==> src/cswq_pkg.sv <==
// shared constants and register codes for the semaphore waiter queue
package cswq_pkg;

  // parameter defaults
  localparam int WAIT_DEPTH_DEFAULT  = 16;
  localparam int THREAD_BITS_DEFAULT = 8;
  localparam int COUNT_BITS_DEFAULT  = 16;

  // most wake-ups that one release may cause
  localparam int MAX_RESULTS = 16;
  localparam int WAKE_BITS   = $clog2(MAX_RESULTS + 1);

  // configuration port
  localparam int CFG_INDEX_BITS = 1;
  localparam int CFG_DATA_BITS  = 16;

  localparam logic [CFG_INDEX_BITS-1:0] REG_PERMIT_LIMIT    = 1'b0;
  localparam logic [CFG_INDEX_BITS-1:0] REG_INITIAL_PERMITS = 1'b1;

  localparam logic [CFG_DATA_BITS-1:0] LIMIT_RESET = '1;

  // input word mode
  localparam logic MODE_ACQUIRE = 1'b0;
  localparam logic MODE_RELEASE = 1'b1;

  // result status codes
  localparam int STATUS_BITS = 2;

  localparam logic [STATUS_BITS-1:0] ST_GRANTED  = 2'd0;
  localparam logic [STATUS_BITS-1:0] ST_QUEUED   = 2'd1;
  localparam logic [STATUS_BITS-1:0] ST_REJECTED = 2'd2;
  localparam logic [STATUS_BITS-1:0] ST_WOKEN    = 2'd3;

endpackage

==> src/cswq_wait_mem.sv <==
// waiter memory: one write port, one registered read port
module cswq_wait_mem #(
  parameter int DEPTH = 16,
  parameter int WIDTH = 24,
  localparam int AW   = $clog2(DEPTH)
) (
  input  logic             clk,
  input  logic             wr_en,
  input  logic [AW-1:0]    wr_addr,
  input  logic [WIDTH-1:0] wr_data,
  input  logic [AW-1:0]    rd_addr,
  output logic [WIDTH-1:0] rd_data
);

  logic [WIDTH-1:0] mem [DEPTH];

  always_ff @(posedge clk) begin
    if (wr_en) begin
      mem[wr_addr] <= wr_data;
    end
  end

  always_ff @(posedge clk) begin
    rd_data <= mem[rd_addr];
  end

endmodule

==> src/cswq_rsp_reg.sv <==
// output register holding one result word for the receiver
module cswq_rsp_reg #(
  parameter int WIDTH = 27
) (
  input  logic             clk,
  input  logic             rst,
  input  logic             push,
  input  logic [WIDTH-1:0] push_data,
  output logic             free,
  output logic             valid,
  input  logic             stall,
  output logic [WIDTH-1:0] data
);

  // slot can take a new word when empty or being drained this cycle
  assign free = !valid || !stall;

  always_ff @(posedge clk) begin
    if (rst) begin
      valid <= 1'b0;
    end else if (push) begin
      valid <= 1'b1;
    end else if (!stall) begin
      valid <= 1'b0;
    end
  end

  always_ff @(posedge clk) begin
    if (push) begin
      data <= push_data;
    end
  end

endmodule

==> src/counting_semaphore_waiter_queue.sv <==
// top level of the counting semaphore with a first-in first-out waiter queue
//
// request channel (req_valid / req_stall): one word per operation; mode 0
// acquires permit_count permits for thread_id, mode 1 releases permit_count
// permits. a word is taken when req_valid is high and req_stall is low.
// response channel (rsp_valid / rsp_stall): granted_thread, status,
// remaining_permits and last. an acquire gives exactly one word; a release
// gives one word per woken waiter (none if nobody wakes), last marks the
// final word of the operation.
// operation flow: one operation at a time. an acquire moves from acceptance to
// the exec state, which pushes its word into the output register once it is free.
// a release steps through acceptance, saturating add with the head read, and
// head check, then a wake-read step per woken waiter for the registered read of
// the waiter memory at the queue head; up to MAX_RESULTS waiters wake per release.
// reset (rst, synchronous): empty queue, zero permits, limit at all ones;
// no clearing pass, the waiter memory is only read at occupied slots.
// stalls: a stalled output word holds; the engine waits for the output
// register to free before making the next word, so nothing is lost.
// configuration: cfg_write with cfg_index 0 sets the permit limit, index 1
// loads the permit count only while the queue is empty; write while idle.
module counting_semaphore_waiter_queue #(
  parameter int WAIT_DEPTH  = cswq_pkg::WAIT_DEPTH_DEFAULT,
  parameter int THREAD_BITS = cswq_pkg::THREAD_BITS_DEFAULT,
  parameter int COUNT_BITS  = cswq_pkg::COUNT_BITS_DEFAULT
) (
  input  logic                                clk,
  input  logic                                rst,
  // configuration write port
  input  logic                                cfg_write,
  input  logic [cswq_pkg::CFG_INDEX_BITS-1:0] cfg_index,
  input  logic [cswq_pkg::CFG_DATA_BITS-1:0]  cfg_data,
  // request channel
  input  logic                                req_valid,
  output logic                                req_stall,
  input  logic                                mode,
  input  logic [THREAD_BITS-1:0]              thread_id,
  input  logic [COUNT_BITS-1:0]               permit_count,
  // response channel
  output logic                                rsp_valid,
  input  logic                                rsp_stall,
  output logic [THREAD_BITS-1:0]              granted_thread,
  output logic [cswq_pkg::STATUS_BITS-1:0]    status,
  output logic [COUNT_BITS-1:0]               remaining_permits,
  output logic                                last
);

  localparam int PTR_W  = $clog2(WAIT_DEPTH);
  localparam int FILL_W = $clog2(WAIT_DEPTH + 1);
  localparam int MEM_W  = THREAD_BITS + COUNT_BITS;
  localparam int RSP_W  = THREAD_BITS + cswq_pkg::STATUS_BITS + COUNT_BITS + 1;
  localparam int WB     = cswq_pkg::WAKE_BITS;

  typedef enum logic [1:0] {
    IDLE,
    EXEC,
    WAKE_EVAL,
    WAKE_RD
  } state_t;

  // control state
  state_t                             state, state_next;
  logic [COUNT_BITS-1:0]              counter, counter_next;
  logic [PTR_W-1:0]                   head, head_next;
  logic [PTR_W-1:0]                   tail, tail_next;
  logic [FILL_W-1:0]                  fill, fill_next;
  logic [WB-1:0]                      wakes, wakes_next;
  logic                               have_pend, have_pend_next;
  logic [cswq_pkg::CFG_DATA_BITS-1:0] limit, limit_next;

  // operation being worked on
  logic                               item_mode;
  logic [THREAD_BITS-1:0]             item_thread;
  logic [COUNT_BITS-1:0]              item_count;

  // woken waiter held back until we know whether it is the last one
  logic [THREAD_BITS-1:0]             pend_thread;
  logic [COUNT_BITS-1:0]              pend_permits;

  logic                               accept;
  logic                               wake_take;
  logic                               mem_wr;
  logic [MEM_W-1:0]                   mem_rdata;
  logic [COUNT_BITS-1:0]              head_need;
  logic [THREAD_BITS-1:0]             head_thread;
  logic [COUNT_BITS-1:0]              lim;
  logic [COUNT_BITS:0]                sum;
  logic [COUNT_BITS-1:0]              clamped;
  logic                               can_wake;

  logic                               rsp_push;
  logic                               rsp_free;
  logic [RSP_W-1:0]                   rsp_word;
  logic [RSP_W-1:0]                   rsp_data;

  assign req_stall = (state != IDLE);
  assign accept    = req_valid && (state == IDLE);

  assign head_need   = mem_rdata[COUNT_BITS-1:0];
  assign head_thread = mem_rdata[COUNT_BITS +: THREAD_BITS];

  // saturating release add, limit masked to the count width
  assign lim     = COUNT_BITS'(limit);
  assign sum     = {1'b0, counter} + {1'b0, item_count};
  assign clamped = (sum > {1'b0, lim}) ? lim : sum[COUNT_BITS-1:0];

  // head waiter can be served from what the counter holds now
  assign can_wake = (wakes != WB'(cswq_pkg::MAX_RESULTS)) && (counter != '0) &&
                    (fill != '0) && (counter >= head_need);

  always_comb begin
    state_next     = state;
    counter_next   = counter;
    head_next      = head;
    tail_next      = tail;
    fill_next      = fill;
    wakes_next     = wakes;
    have_pend_next = have_pend;
    limit_next     = limit;
    wake_take      = 1'b0;
    mem_wr         = 1'b0;
    rsp_push       = 1'b0;
    rsp_word       = '0;

    // register writes are for the user to make only while idle; the block does not enforce it
    if (cfg_write) begin
      unique case (cfg_index)
        cswq_pkg::REG_PERMIT_LIMIT: begin
          limit_next = cfg_data;
        end
        cswq_pkg::REG_INITIAL_PERMITS: begin
          if (fill == '0) begin
            counter_next = COUNT_BITS'(cfg_data);
          end
        end
        default: begin
        end
      endcase
    end

    unique case (state)
      IDLE: begin
        if (accept) begin
          state_next = EXEC;
        end
      end

      EXEC: begin
        if (item_mode == cswq_pkg::MODE_RELEASE) begin
          // head entry is read during this cycle, ready in wake_eval
          counter_next   = clamped;
          wakes_next     = '0;
          have_pend_next = 1'b0;
          state_next     = WAKE_EVAL;
        end else if (rsp_free) begin
          rsp_push   = 1'b1;
          state_next = IDLE;
          if (counter >= item_count) begin
            counter_next = counter - item_count;
            rsp_word     = {item_thread, cswq_pkg::ST_GRANTED, counter - item_count, 1'b1};
          end else if (fill != FILL_W'(WAIT_DEPTH)) begin
            mem_wr    = 1'b1;
            tail_next = (tail == PTR_W'(WAIT_DEPTH - 1)) ? '0 : tail + 1'b1;
            fill_next = fill + 1'b1;
            rsp_word  = {item_thread, cswq_pkg::ST_QUEUED, counter, 1'b1};
          end else begin
            rsp_word  = {item_thread, cswq_pkg::ST_REJECTED, counter, 1'b1};
          end
        end
      end

      WAKE_EVAL: begin
        if (can_wake) begin
          if (!have_pend || rsp_free) begin
            // earlier wake is not the last one
            rsp_push       = have_pend;
            rsp_word       = {pend_thread, cswq_pkg::ST_WOKEN, pend_permits, 1'b0};
            wake_take      = 1'b1;
            counter_next   = counter - head_need;
            head_next      = (head == PTR_W'(WAIT_DEPTH - 1)) ? '0 : head + 1'b1;
            fill_next      = fill - 1'b1;
            wakes_next     = wakes + 1'b1;
            have_pend_next = 1'b1;
            state_next     = WAKE_RD;
          end
        end else if (!have_pend) begin
          state_next = IDLE;
        end else if (rsp_free) begin
          rsp_push       = 1'b1;
          rsp_word       = {pend_thread, cswq_pkg::ST_WOKEN, pend_permits, 1'b1};
          have_pend_next = 1'b0;
          state_next     = IDLE;
        end
      end

      WAKE_RD: begin
        // new head address goes to the memory this cycle
        state_next = WAKE_EVAL;
      end

      default: begin
        state_next = IDLE;
      end
    endcase
  end

  always_ff @(posedge clk) begin
    if (rst) begin
      state     <= IDLE;
      counter   <= '0;
      head      <= '0;
      tail      <= '0;
      fill      <= '0;
      wakes     <= '0;
      have_pend <= 1'b0;
      limit     <= cswq_pkg::LIMIT_RESET;
    end else begin
      state     <= state_next;
      counter   <= counter_next;
      head      <= head_next;
      tail      <= tail_next;
      fill      <= fill_next;
      wakes     <= wakes_next;
      have_pend <= have_pend_next;
      limit     <= limit_next;
    end
  end

  // payload registers
  always_ff @(posedge clk) begin
    if (accept) begin
      item_mode   <= mode;
      item_thread <= thread_id;
      item_count  <= permit_count;
    end
    if (wake_take) begin
      pend_thread  <= head_thread;
      pend_permits <= counter - head_need;
    end
  end

  cswq_wait_mem #(
    .DEPTH (WAIT_DEPTH),
    .WIDTH (MEM_W)
  ) u_wait_mem (
    .clk     (clk),
    .wr_en   (mem_wr),
    .wr_addr (tail),
    .wr_data ({item_thread, item_count}),
    .rd_addr (head),
    .rd_data (mem_rdata)
  );

  cswq_rsp_reg #(
    .WIDTH (RSP_W)
  ) u_rsp_reg (
    .clk       (clk),
    .rst       (rst),
    .push      (rsp_push),
    .push_data (rsp_word),
    .free      (rsp_free),
    .valid     (rsp_valid),
    .stall     (rsp_stall),
    .data      (rsp_data)
  );

  assign {granted_thread, status, remaining_permits, last} = rsp_data;

endmodule

==> config.mk <==
export PLATFORM = sky130hd
export DESIGN_NAME = counting_semaphore_waiter_queue
export DESIGN_NICKNAME = d
export VERILOG_FILES = /design/src/cswq_pkg.sv /design/src/cswq_wait_mem.sv /design/src/cswq_rsp_reg.sv /design/src/counting_semaphore_waiter_queue.sv
export SDC_FILE = /design/constraint.sdc
export NUM_CORES = 1
export LEC_CHECK = 0
export ABC_AREA = 1
export ABC_CLOCK_PERIOD_IN_PS = 10120
export BUFFER_PORTS_ARGS = -buffer_cell sky130_fd_sc_hd__buf_2
export CELL_PAD_IN_SITES_DETAIL_PLACEMENT = 0
export CELL_PAD_IN_SITES_GLOBAL_PLACEMENT = 1
export CORE_MARGIN = 1
export CORE_UTILIZATION = 40
export CTS_CLUSTER_SIZE = 24
export DETAILED_ROUTE_END_ITERATION = 16
export HOLD_SLACK_MARGIN = 0.06
export PLACE_DENSITY_LB_ADDON = 0.12
export SYNTH_ARGS = -nofsm -noshare
export SYNTH_HDL_FRONTEND = slang
export SYNTH_SLANG_ARGS = --single-unit
==> constraint.sdc <==
create_clock -name clk -period 10.12 [get_ports clk]
set_input_delay 1.518 -clock clk [delete_from_list [all_inputs] [get_ports clk]]
set_output_delay 1.518 -clock clk [all_outputs]
set_load 0.01 [all_outputs]
# After elaboration in Yosys (flattened, before gate mapping)
# Memories as Yosys holds them, arrays and structs flattened. A register that Yosys moved wholly into a read port is not among the register bits.
# Cells that the tools add are included.
[totals]
ff_bits = 130
ram_bits = 384
out_inout_bits = 29
wordCells = 132
mem_count = 1
[memory_table]
columns = ["name", "words", "word_bits", "rd", "rd_ports_with_merged_regs", "wr", "line_no", "text"]
rows = [
  ["u_wait_mem.mem", 16, 24, 1, 1, 1, "cswq_wait_mem.sv:15", "logic [WIDTH-1:0] mem [DEPTH];"],
]
[classes]
add_sub_neg = 8
n_lt_le_gt_ge = 3
n_eq_ne = 17
mux = 63
bitwise_logic = 3
reduce_logical = 22
[ops]
columns = ["cell", "n"]
rows = [
  ["27-bit two-way mux", 6],
  ["16-bit two-way mux", 9],
  ["27-bit one-hot mux with 2 select lines", 1],
  ["5-bit two-way mux", 9],
  ["19-bit two-way mux", 2],
  ["16-bit >= comparator", 2],
  ["16-bit one-hot mux with 2 select lines", 1],
  ["16-bit subtractor", 2],
  ["1-bit two-way mux", 22],
  ["5-bit one-hot mux with 2 select lines", 2],
  ["16-bit by 16-bit adder with 17-bit output", 1],
  ["17-bit by 16-bit greater-than comparator with 1-bit output", 1],
  ["2-bit inequality test, second input constant", 8],
  ["16-bit nonzero test", 1],
  ["2-bit two-way mux", 6],
  ["5-bit by 1-bit adder with 5-bit output, second input constant", 2],
  ["5-bit inequality test, second input constant", 2],
  ["4-bit by 1-bit adder with 4-bit output, second input constant", 2],
  ["4-bit == test, second input constant", 2],
  ["4-bit two-way mux", 2],
  ["2-bit one-hot mux with 4 select lines", 1],
  ["7-bit AND reduction", 1],
  ["3-bit AND reduction", 2],
  ["5-bit logical NOT", 1],
  ["16 further kinds", 28],
]

# Longest topological paths before layout
# Gate-level depths: netlist of the first run.
[logic_depth]
ltp_word = 8
depth_mapped = 31
depth_no_buf = 30

# By module
# A second synthesis of the first run with hierarchy kept.
[hier_totals]
hier_cells = 2780
hier_area_um2 = 26130.1
[by_module_without_submodules]
columns = ["mod", "instances", "cells_per_inst", "area_per_inst_um2"]
rows = [
  ["cswq_wait_mem", 1, 1599, 16950.0],
  ["counting_semaphore_waiter_queue", 1, 1150, 8330.5],
  ["cswq_rsp_reg", 1, 31, 849.6],
]

# Least setup slack after synthesis of the first run
# No wires, ideal clock.
[synth_path]
path_kind = "input-to-reg"
from = "input port rsp_stall"
to = "memory u_wait_mem.mem[11][0], enable pin"
setup_ns = 0.405
arrival_time_ns = 3.299
setup_slack_ns = 6.417
stages = 5
cell_sequence = "nand2_1 nand2_1 nor2_4 nand2_1 nor2_1"
[synth_between]
elab_chain_len = 7
[synth_rtl]
columns = ["item", "line_no", "text"]
rows = [
  ["start: declaration", "counting_semaphore_waiter_queue.sv:40", "input logic rsp_stall,"],
  ["1-bit logical NOT", "cswq_rsp_reg.sv:16", "assign free = !valid || !stall;"],
  ["1-bit logical OR", "cswq_rsp_reg.sv:16", ""],
  ["1-bit two-way mux", "counting_semaphore_waiter_queue.sv:154", "end else if (rsp_free) begin"],
  ["1-bit two-way mux", "counting_semaphore_waiter_queue.sv:148", "if (item_mode == cswq_pkg::MODE_RELEASE) begin"],
  ["1-bit two-way mux", "counting_semaphore_waiter_queue.sv:140", "unique case (state)"],
  ["1-bit two-way mux", "cswq_wait_mem.sv:18", "if (wr_en) begin"],
  ["1-bit two-way mux (not written as such)", "cswq_wait_mem.sv:19", "mem[wr_addr] <= wr_data;"],
  ["end: declaration", "cswq_wait_mem.sv:15", ""],
]
# No other way between the ends.

# Worst setup path in the final report of the first run
[layout_path]
from = "register item_count[1]"
to = "memory u_wait_mem.mem[10][15], enable pin"
[layout_between]
elab_chain_len = 7
[layout_rtl]
columns = ["item", "line_no", "text"]
rows = [
  ["start: declaration", "counting_semaphore_waiter_queue.sv:73", "logic [COUNT_BITS-1:0] item_count;"],
  ["start signal: assignment", "counting_semaphore_waiter_queue.sv:233", "item_count <= permit_count;"],
  ["16-bit >= comparator", "counting_semaphore_waiter_queue.sv:157", "if (counter >= item_count) begin"],
  ["1-bit two-way mux", "counting_semaphore_waiter_queue.sv:157", ""],
  ["1-bit two-way mux", "counting_semaphore_waiter_queue.sv:154", ""],
  ["1-bit two-way mux", "counting_semaphore_waiter_queue.sv:148", ""],
  ["1-bit two-way mux", "counting_semaphore_waiter_queue.sv:140", ""],
  ["1-bit two-way mux", "cswq_wait_mem.sv:18", ""],
  ["1-bit two-way mux (not written as such)", "cswq_wait_mem.sv:19", ""],
]
# No other way between the ends.

==> flow_metrics.tcl, run 1 <==
set metrics [dict create \
    crit_buf_inv 2 \
    dr.pass1.iters 5 \
    reg2reg_slack_ns 5.57 \
    dp_hpwl_um 46900 \
    worst_pin_slew_ns 1.23 \
    coreArea_um2 60500 \
    hold_violations 0 \
    busiest_layer "met2" \
    path_cells "inv_1 -> fa_1 -> nand2_2 -> nand2_1 -> a21oi_2 -> o21ai_2 -> nand2_2 -> nand3_4 -> nor2_1 -> inv_2 -> nor2_4 -> nand2_1 -> nor2_4" \
    arrival_ns 4.79 \
    tritoncts "done" \
    slew_violations 0 \
    powerDensity_nw_per_um2 201 \
    reg2reg_to "u_wait_mem.mem[10][15]" \
    met3_usage 0.0259 \
    p_comb_frac 0.143 \
    cts_root_buf "clkbuf_16" \
    yosys-top-cells-area "edfxtp_1 56%, dfxtp_1 6.4%, o21ai_0 4.9%, nor2_1 4.3%, ha_1 4.0%" \
    netlist_instances 2245 \
    post-cts-setup-buffers 0 \
    power.switching_mw 1.55 \
    die_width_um 249 \
    yosysWarningCount 0 \
    wl_per_cell_um 22.9 \
    cp-end-kind "flip-flop" \
    critPathRequiredTime_ns 10.35 \
    htreeDepth 2 \
    setup_tns_ns 0 \
    cp_slowest_cell "edfxtp_1" \
    maxCapViolCount 0 \
    fin_skew_ns 0.0496 \
    drt-initial-drc-count 1256 \
    antenna_found_initial 0 \
    crit_fanout 32 \
    r2r_start "item_count[1]" \
    slowest_delay_ns 0.77 \
    period_needed_ns 4.55 \
    whs_endpoint "pend_thread[0]" \
    yosysTopAreaCellShare 0.564 \
    rows 90 \
    syn-cell-area_um2 24500 \
    r2r_cells 13 \
    ys_seq_area_frac 0.628 \
    intPower_mw 4.00 \
    clk_latency_ns 0.65 \
    ctsHoldBuffers 0 \
    grt_pass1_vias 16600 \
    avgSynthCellArea_um2 10.9 \
    io_buffers 75 \
    ys_ff_latch 538 \
    clk_pin_slew_ns 0.06 \
    fmax_mhz 220 \
    critical-path-top-delay-family "simple AND/OR/NAND/NOR gates" \
    relSlewSlack 0.179 \
    grt_use_met2 0.364 \
    utilization 0.457 \
    grt_pass1_wl_um 106000 \
    ctsResizeCount 0 \
    hp-start "u_wait_mem.rd_data[16]" \
    grt_max_degree 87 \
    peakVddDrop_uv 147 \
    setup_viol 0 \
    min_period_over_period 0.450 \
    p_sw_frac 0.279 \
    ioPinCount 76 \
    fill_cells 5637 \
    seq_power_share 0.459 \
    criticalPathCategory "flip-flop to flip-flop" \
    syn_nets 2375 \
    seq_area_um2 15400 \
    start_kind "flip-flop" \
    holdWs_ns 0.401 \
    finalPower_mw 5.55 \
    global_route.usage.met1 0.313 \
    initial_core_util 0.405 \
    drcViolationCount 0 \
    hp-class "flip-flop to flip-flop" \
    cts_buffers 57 \
    clk_path_buf_depth 3 \
    antenna_cells 0 \
    p_leak_nw 10.2 \
    place.gp.congestion 0.920 \
    vias 17100 \
    wirelength_um 71300 \
    synth_cell_types 60 \
    grt_overflow 0 \
    cts.sinks 538 \
    multi_input_area_um2 8010 \
    grt_usage 0.227 \
    die_h_um 249 \
    viasPerCell 5.50 \
    nets 2416 \
    drive_gt1_frac 0.119 \
    dieArea_um2 62200 \
    ant_nets 0 \
    clock_power_share 0.398 \
    status "finished clean" \
    rsz0062_at_grt "false" \
    area_growth_pct 12.9 \
    min_delay_path_depth 0 \
    yosysTopAreaCell "edfxtp_1" \
]
cells in the mapped netlist (all sizes together):
library cell / n
nand4: 15
nand3: 74
clkinv: 4
a21boi: 1
o221ai: 40
a31oi: 6
a21oi: 129
buf: 25
o21a: 2
nand2: 270
nor2: 282
nor4: 4
a211oi: 1
nand3b: 5
nor3b: 2
o21ai: 285
edfxtp: 460
a21o: 5
or2: 1
dfxtp: 78
inv: 188
o211ai: 58
ha: 79
a221oi: 3
xor2: 35
o2111ai: 1
clkbuf: 91
o21bai: 10
fa: 4
o31ai: 3
o22ai: 65
xnor2: 8
nor3: 11
cells by family (layout without fill, tap and decap cells):
family	count (synthesis)	in the layout	share of synthesized area
AO/OA/AOI/OAI	609	609	0.148
adder cells (fa/ha/maj)	83	83	0.0436
buffers and inverters	308	398	0.0500
XOR/XNOR	43	43	0.0154
flip-flops	538	538	0.628
AND/OR/NAND/NOR	664	664	0.115
registers in the layout, summed over array words and instances (netlist names), 8 cells and up:
| signal | flops |
|---|---|
| u_wait_mem.rd_data | 24 |
| pend_thread | 8 |
| u_wait_mem.mem | 384 |
| pend_permits | 16 |
| item_count | 16 |
| u_rsp_reg.data | 27 |
| counter | 16 |
| lim | 16 |
| item_thread | 8 |
worst reg2reg max path, stage by stage (launching register included):
cell      delay [ns]
edfxtp_1        0.77
inv_1           0.24
fa_1            0.48
nand2_2         0.08
nand2_1         0.07
a21oi_2         0.23
o21ai_2         0.12
nand2_2         0.09
nand3_4         0.33
nor2_1          0.32
inv_2           0.07
nor2_4          0.23
nand2_1         0.32
nor2_4          0.77
metrics by stage:
stage / setup WS, ns / cell area (um^2) / std cells
floorplan: 6.42 / 24500 / 2245
global placement: 5.73 / 25600 / 3009
detailed placement: 5.59 / 25600 / 3009
CTS: 5.56 / 27600 / 3117
global route: 5.18 / 27600 / 3117
finish: 5.57 / 27600 / 3117
routing by layer:
metal	part of all wire	vias up
met5	0	-
met4	0.041	0
met3	0.047	144
met2	0.46	512
met1	0.45	8371
li1	-	8103
layout make-up:
class / count / share of cell area
sequential: 538 / 0.556
multi-input combinational: 1399 / 0.290
clock buffer: 73 / 0.0563
tap: 782 / 0.0354
inverter: 192 / 0.0265
timing repair buffer: 98 / 0.0198
clock inverter: 35 / 0.0161
power by group through the flow:
stage	clock network (mW)	logic (mW)	registers (mW)
after floorplan	0	0.532	2.56
after global placement	0	0.784	2.59
after detailed placement	0	0.786	2.59
after CTS	2.25	0.789	2.55
after global routing	2.33	0.868	2.55
final	2.21	0.793	2.55
how the worst max path moves through the flow:
stage / from / endpoint / slack, ns / cells past startpoint
floorplan: rsp_stall / u_wait_mem.mem[11][0] / 6.42 / 5
global placement: item_count[1] / u_wait_mem.mem[4][10] / 5.73 / 13
detailed placement: item_count[1] / u_wait_mem.mem[4][10] / 5.59 / 13
CTS: item_count[1] / u_wait_mem.mem[10][15] / 5.56 / 13
global route: item_count[1] / u_wait_mem.mem[10][15] / 5.18 / 13
finish: item_count[1] / u_wait_mem.mem[10][15] / 5.57 / 13
cells in the final DEF (no fill, tap or decap), types with 5 or more instances in the layout:
cell type / instances
a21o_1: 5
a21oi_1: 123
a31oi_1: 5
buf_2: 75
buf_4: 23
bufinv_16: 8
clkbuf_1: 9
clkbuf_16: 57
clkbuf_8: 7
clkinv_1: 7
clkinv_2: 15
dfxtp_1: 75
edfxtp_1: 460
ha_1: 79
inv_1: 169
inv_2: 17
nand2_1: 260
nand2_2: 6
nand3_1: 71
nand3b_1: 5
nand4_1: 14
nor2_1: 260
nor2_4: 17
nor3_1: 10
o211ai_1: 49
o211ai_2: 9
o21ai_0: 242
o21ai_1: 39
o21bai_1: 9
o221ai_1: 40
o22ai_1: 65
xnor2_1: 8
xor2_1: 35
Note: power is estimated with default switching activity, not from simulation.
==> inputs of run 2 (changes only) <==
--- a/config.mk
+++ b/config.mk
@@ -5,8 +5,8 @@
 export SDC_FILE = /design/constraint.sdc
 export NUM_CORES = 1
 export LEC_CHECK = 0
-export ABC_AREA = 1
-export ABC_CLOCK_PERIOD_IN_PS = 10120
+export ABC_AREA = 0
+export ABC_CLOCK_PERIOD_IN_PS = 4200
 export BUFFER_PORTS_ARGS = -buffer_cell sky130_fd_sc_hd__buf_2
 export CELL_PAD_IN_SITES_DETAIL_PLACEMENT = 0
 export CELL_PAD_IN_SITES_GLOBAL_PLACEMENT = 1
==> constraint.sdc (replaced) <==
create_clock -name clk -period 4.2 [get_ports clk]
set_input_delay 0.63 -clock clk [delete_from_list [all_inputs] [get_ports clk]]
set_output_delay 0.63 -clock clk [all_outputs]
set_load 0.01 [all_outputs]
==> run 2 against run 1 <==
Net effect: clock power grew 140%; core utilization is 3.2 points higher; highest routed layer unchanged; critical endpoint is now counter[1]; cell area up 4.2%; cell count is 16% lower; critical path type unchanged.
==> flow_metrics.tcl, run 2 <==
set metrics [dict create \
    status "finished clean" \
    cts_buffers 59 \
    r2r_cells 21 \
    final_common_cell "edfxtp_1" \
    reg2reg_slack_ns 0.15 \
    cts.sinks 538 \
    r2r_start "counter[0]" \
    place.gp.congestion 0.911 \
    area_growth_pct 21.0 \
    drt-initial-drc-count 988 \
    cp.depth 21 \
    yosysTopAreaCellShare 0.580 \
    io_buffers 75 \
    min_delay_path_depth 1 \
    finalPower_mw 12.7 \
    antenna_cells 0 \
    synthFlopType "edfxtp_1" \
    reg_top3 "u_wait_mem.mem: 384 flops, u_rsp_reg.data: 27 flops, u_wait_mem.rd_data: 24 flops" \
    stdcell_area_um2 28800 \
    maxCapViolCount 0 \
    min_period_over_period 0.965 \
    clk_path_buf_depth 3 \
    clk_pin_slew_ns 0.06 \
    hp-start "thread_id[5]" \
    place_inst 2508 \
    die_width_um 246 \
    rsz0062_at_grt "true" \
    crit_buf_inv 4 \
    rows 89 \
    ctsHoldBuffers 0 \
    wirelength_um 68500 \
    clk_latency_ns 0.63 \
    met2_length_um 33900 \
    dr.pass1.iters 5 \
    syn-cell-area_um2 23800 \
    path_cells "ha_2 -> inv_2 -> fa_2 -> o21bai_1 -> o211ai_1 -> buf_4 -> buf_4 -> a31oi_1 -> nor2_1 -> xnor2_2 -> ha_1 -> a21oi_1 -> nor2_1 -> o31a_1 -> o21ai_1 -> a22o_1 -> o21a_4 -> buf_6 -> nor2_1 -> a211o_1 -> o221ai_1" \
    powerDensity_nw_per_um2 440 \
    synthTopCellsByCount "460 x edfxtp_1, 136 x nor2_1, 120 x mux4_2, 84 x a21oi_1, 81 x inv_1" \
    dp_hpwl_um 48300 \
    coreArea_um2 58900 \
    cts_root_buf "clkbuf_16" \
    period_needed_ns 4.05 \
    grt_overflow 0 \
    synth-edff-count 460 \
    tritoncts "done" \
    avgSynthCellArea_um2 15.3 \
    grt_usage 0.230 \
    crit_top_cell "nor2_1" \
    hp-class "input pin to flip-flop" \
    synth_cell_types 82 \
    cp_slowest_cell "dfxtp_4" \
    p_leak_nw 10.2 \
    crit_start "counter[0]" \
    grt_pass1_wl_um 99900 \
    drive_gt1_frac 0.294 \
    peakVddDrop_uv 288 \
    ys_seq_area_frac 0.646 \
    setup_viol 0 \
    detailed_place.area_um2 26600 \
    largest-register "u_wait_mem.mem" \
    largest_reg_flops 384 \
    crit_fanout 7 \
    final_cell_mix "460 x edfxtp_1, 154 x buf_4, 122 x nor2_1" \
    netlist_instances 1555 \
    dieArea_um2 60500 \
    start_kind "flip-flop" \
    yosysMostFrequentCell "edfxtp_1" \
    highest_layer "met4" \
    die_h_um 246 \
    yosys-top-cells-area "edfxtp_1 58%, mux4_2 11%, dfxtp_1 6.6%, ha_1 4.2%, nor2_1 2.1%" \
    hold_violations 0 \
    ant_nets 0 \
    ioPinCount 76 \
    vias 14400 \
    slowest_delay_ns 0.37 \
    slew_violations 0 \
    htreeDepth 2 \
    fmax_mhz 247 \
    setup_tns_ns 0 \
    wl_per_cell_um 26.1 \
    final_cell_count_no_fill 2624 \
    wl_met3_um 2940 \
    critPathRequiredTime_ns 4.71 \
    critical-path-top-delay-family "compound AO/OA/AOI/OAI gates" \
    fin_skew_ns 0.0246 \
    cp-end-kind "flip-flop" \
    grt_pass1_vias 14800 \
    syn_nets 1685 \
    drcViolationCount 0 \
    relSlewSlack 0.243 \
    met1Wirelength_um 29300 \
    yosysTopAreaCell "edfxtp_1" \
    grt_max_degree 43 \
    arrival_ns 4.57 \
    criticalPathCategory "flip-flop to flip-flop" \
    ys_ff_latch 538 \
    async_flop_share 0 \
    antenna_found_initial 3 \
    initial_core_util 0.404 \
    nets 1932 \
    yosysWarningCount 0 \
    viasPerCell 5.48 \
    worst_pin_slew_ns 1.13 \
]
## run 2: metal layers
| metal | vias to the layer above | global-route usage |
|---|---|---|
| met4 | 0 | 0.0802 |
| met2 | 377 | 0.390 |
| li1 | 6524 | - |
| met5 | - | 0 |
| met3 | 115 | 0.0302 |
| met1 | 7356 | 0.304 |
## run 2: per-stage QoR
stage	util	setup WS (ns)	hold slack, ns
final	0.489	0.146	0.177
after global routing	0.489	-0.116	0.146
after CTS	0.486	0.00895	0.140
after detailed placement	0.452	-0.175	0.390
after global placement	0.452	-0.139	0.388
after floorplan	-	0.0224	0.386
## run 2: logic make-up after synthesis
| family | share of synthesized area |
|---|---|
| mux | 0.130 |
| simple gates | 0.0598 |
| xor+xnor | 0.0169 |
| compound gates | 0.0765 |
| flops | 0.646 |
| fa+ha+maj | 0.0449 |
| buf+inv | 0.0261 |
## run 2: path summary, 6_finish.rpt
path,to
worst min register to register,pend_thread[1]
worst max-delay path,counter[1]
worst max register to register,counter[1]
worst min-delay path,item_thread[5]
## run 2: area by class of cell
| cell class | instances | area, um^2 |
|---|---|---|
| clock buffer | 75 | 1610 |
| clock inverter | 35 | 409 |
| fill | 5060 | 30100 |
| inverter | 84 | 315 |
| multi-input combinational | 864 | 8090 |
| sequential | 538 | 15400 |
| tap | 773 | 967 |
| timing repair buffer | 255 | 2030 |
## run 2: power breakdown
group	switching (mW)	internal, mW
sequential	0.0734	5.90
combinational	0.851	0.539
clock	2.16	3.14
## run 2: repair_timing
action,CTS,global route
resized for setup,4,29
pin swaps,2,26
gates cloned,0,1
buffers inserted,0,5
endpoints found under the setup margin,16,16
hold endpoints to repair,0,0
==> inputs of run 3 (changes only) <==
--- a/config.mk
+++ b/config.mk
@@ -11,7 +11,7 @@
 export CELL_PAD_IN_SITES_DETAIL_PLACEMENT = 0
 export CELL_PAD_IN_SITES_GLOBAL_PLACEMENT = 1
 export CORE_MARGIN = 1
-export CORE_UTILIZATION = 40
+export CORE_UTILIZATION = 53
 export CTS_CLUSTER_SIZE = 24
 export DETAILED_ROUTE_END_ITERATION = 16
 export HOLD_SLACK_MARGIN = 0.06
==> run 3 against run 2 <==
Net effect: wire length down 9.3%; largest cell class unchanged; highest routed layer unchanged; die area fell by 24%; critical endpoint is now counter[13]; clock skew down 0.0026 ns.
==> flow_metrics.tcl, run 3 (same netlist as run 2, synthesis figures left out) <==
set metrics [dict create \
    crit_top_cell "buf_4" \
    clk_path_buf_depth 3 \
    die_width_um 214 \
    dp_hpwl_um 41400 \
    drive_gt1_frac 0.282 \
    hold_violations 0 \
    final_cell_mix "460 x edfxtp_1, 134 x buf_4, 122 x nor2_1" \
    grt_max_degree 60 \
    fill_cells 3203 \
    p_leak_nw 10.0 \
    stdcell_area_um2 28200 \
    clk_latency_ns 0.62 \
    rows 77 \
    fin_skew_ns 0.0219 \
    setup_tns_ns 0 \
    reg_top3 "u_wait_mem.mem: 384 flops, u_rsp_reg.data: 27 flops, u_wait_mem.rd_data: 24 flops" \
    cp_slowest_cell "edfxtp_1" \
    viasPerCell 6.01 \
    hp-class "input pin to flip-flop" \
    cts_root_buf "clkbuf_16" \
    io_buffers 75 \
    htreeDepth 2 \
    place.gp.congestion 0.950 \
    ant_nets 0 \
    initial_core_util 0.538 \
    clk_pin_slew_ns 0.06 \
    antenna_found_initial 1 \
    setup_viol 0 \
    grt_pass1_vias 14400 \
    drcViolationCount 0 \
    nets 1906 \
    grt_pass1_wl_um 91500 \
    largest_reg_flops 384 \
    slowest_delay_ns 0.39 \
    vias 14500 \
    wirelength_um 62100 \
    die_h_um 214 \
    status "finished clean" \
    area_growth_pct 18.5 \
    path_cells "ha_2 -> inv_2 -> fa_2 -> o21bai_1 -> o211ai_1 -> nand3_1 -> a211oi_2 -> o21ai_1 -> xnor2_1 -> ha_1 -> nand4_1 -> nor3_2 -> buf_4 -> buf_4 -> a22o_1 -> o21a_4 -> buf_4 -> and3b_1 -> or3_1" \
    slew_violations 0 \
    period_needed_ns 4.03 \
    grt_overflow 0 \
    maxCapViolCount 0 \
    min_period_over_period 0.960 \
    ctsHoldBuffers 0 \
    cp-end-kind "flip-flop" \
    peakVddDrop_uv 346 \
    finalPower_mw 12.1 \
    criticalPathCategory "flip-flop to flip-flop" \
    final_common_cell "edfxtp_1" \
    start_kind "flip-flop" \
    holdWs_ns 0.182 \
    powerDensity_nw_per_um2 431 \
    ioPinCount 76 \
    cts_buffers 54 \
    crit_fanout 7 \
    grt_usage 0.273 \
    detailed_place.area_um2 26100 \
    tritoncts "done" \
    coreArea_um2 44200 \
    critPathRequiredTime_ns 4.70 \
    worst_pin_slew_ns 0.971 \
    fmax_mhz 248 \
    largest-register "u_wait_mem.mem" \
    arrival_ns 4.53 \
    dieArea_um2 45800 \
    drt-initial-drc-count 1254 \
    dr.pass1.iters 7 \
    antenna_cells 0 \
    relSlewSlack 0.353 \
    cts.sinks 538 \
    wl_per_cell_um 25.7 \
]
==> run 3: path summary, 6_finish.rpt <==
check / start / to / slack, ns / depth (start not counted)
worst min-delay path: permit_count[13] / item_count[13] / 0.18 / 1
worst max-delay path: item_count[0] / counter[13] / 0.17 / 19
worst min register to register: u_wait_mem.rd_data[19] / pend_thread[3] / 0.40 / 0
worst max register to register: item_count[0] / counter[13] / 0.17 / 19
==> run 3: per-stage QoR <==
stage / cells / util / setup slack, ns
floorplan: 1555 / - / 0.0224
global placement: 2301 / 0.590 / -0.0929
detailed placement: 2301 / 0.590 / -0.254
CTS: 2405 / 0.631 / 0.0142
global route: 2413 / 0.638 / -0.0245
finish: 2413 / 0.638 / 0.169
==> run 3: report_power, final <==
part	switching [mW]	internal, mW
logic	0.783	0.523
clock network	2.05	2.81
registers	0.0774	5.90
total	2.91	9.24
==> run 3: repair_timing <==
action | in CTS | in global routing
endpoints found under the hold margin | 0 | 0
endpoints found under the setup margin | 15 | 16
gates cloned | 1 | 1
pin swaps | 3 | 36
buffers inserted | 2 | 8
gates resized for setup | 2 | 48
==> run 3: cell type report <==
type,count,area [um^2],area share
Multi-Input combinational cell,864,8150,0.289
Timing Repair Buffer,234,1830,0.0649
Tap cell,592,741,0.0263
Clock buffer,74,1460,0.0516
Clock inverter,27,329,0.0117
Sequential cell,538,15400,0.545
Inverter,84,315,0.0112
==> run 3: critical path, delay by kind of cell (launching register included) <==
family | cells | cell delay (ns)
AOI/OAI and AO/OA | 6 | 1.24
buffers and inverters | 4 | 0.46
and+or+nand+nor | 5 | 0.87
adders and majority gates | 3 | 0.70
DFF | 1 | 0.39
xor gates and xnor gates | 1 | 0.27
==> run 3: routing by layer <==
metal  wire, um  GRT usage  vias to the layer above  part of all wire
li1           -          -                     6490                 -
met1      25800      0.363                     7341              0.42
met2      30500      0.455                      526              0.49
met3       3360     0.0384                      137             0.054
met4       2470      0.111                        0             0.040
met5          0          0                        -                 0
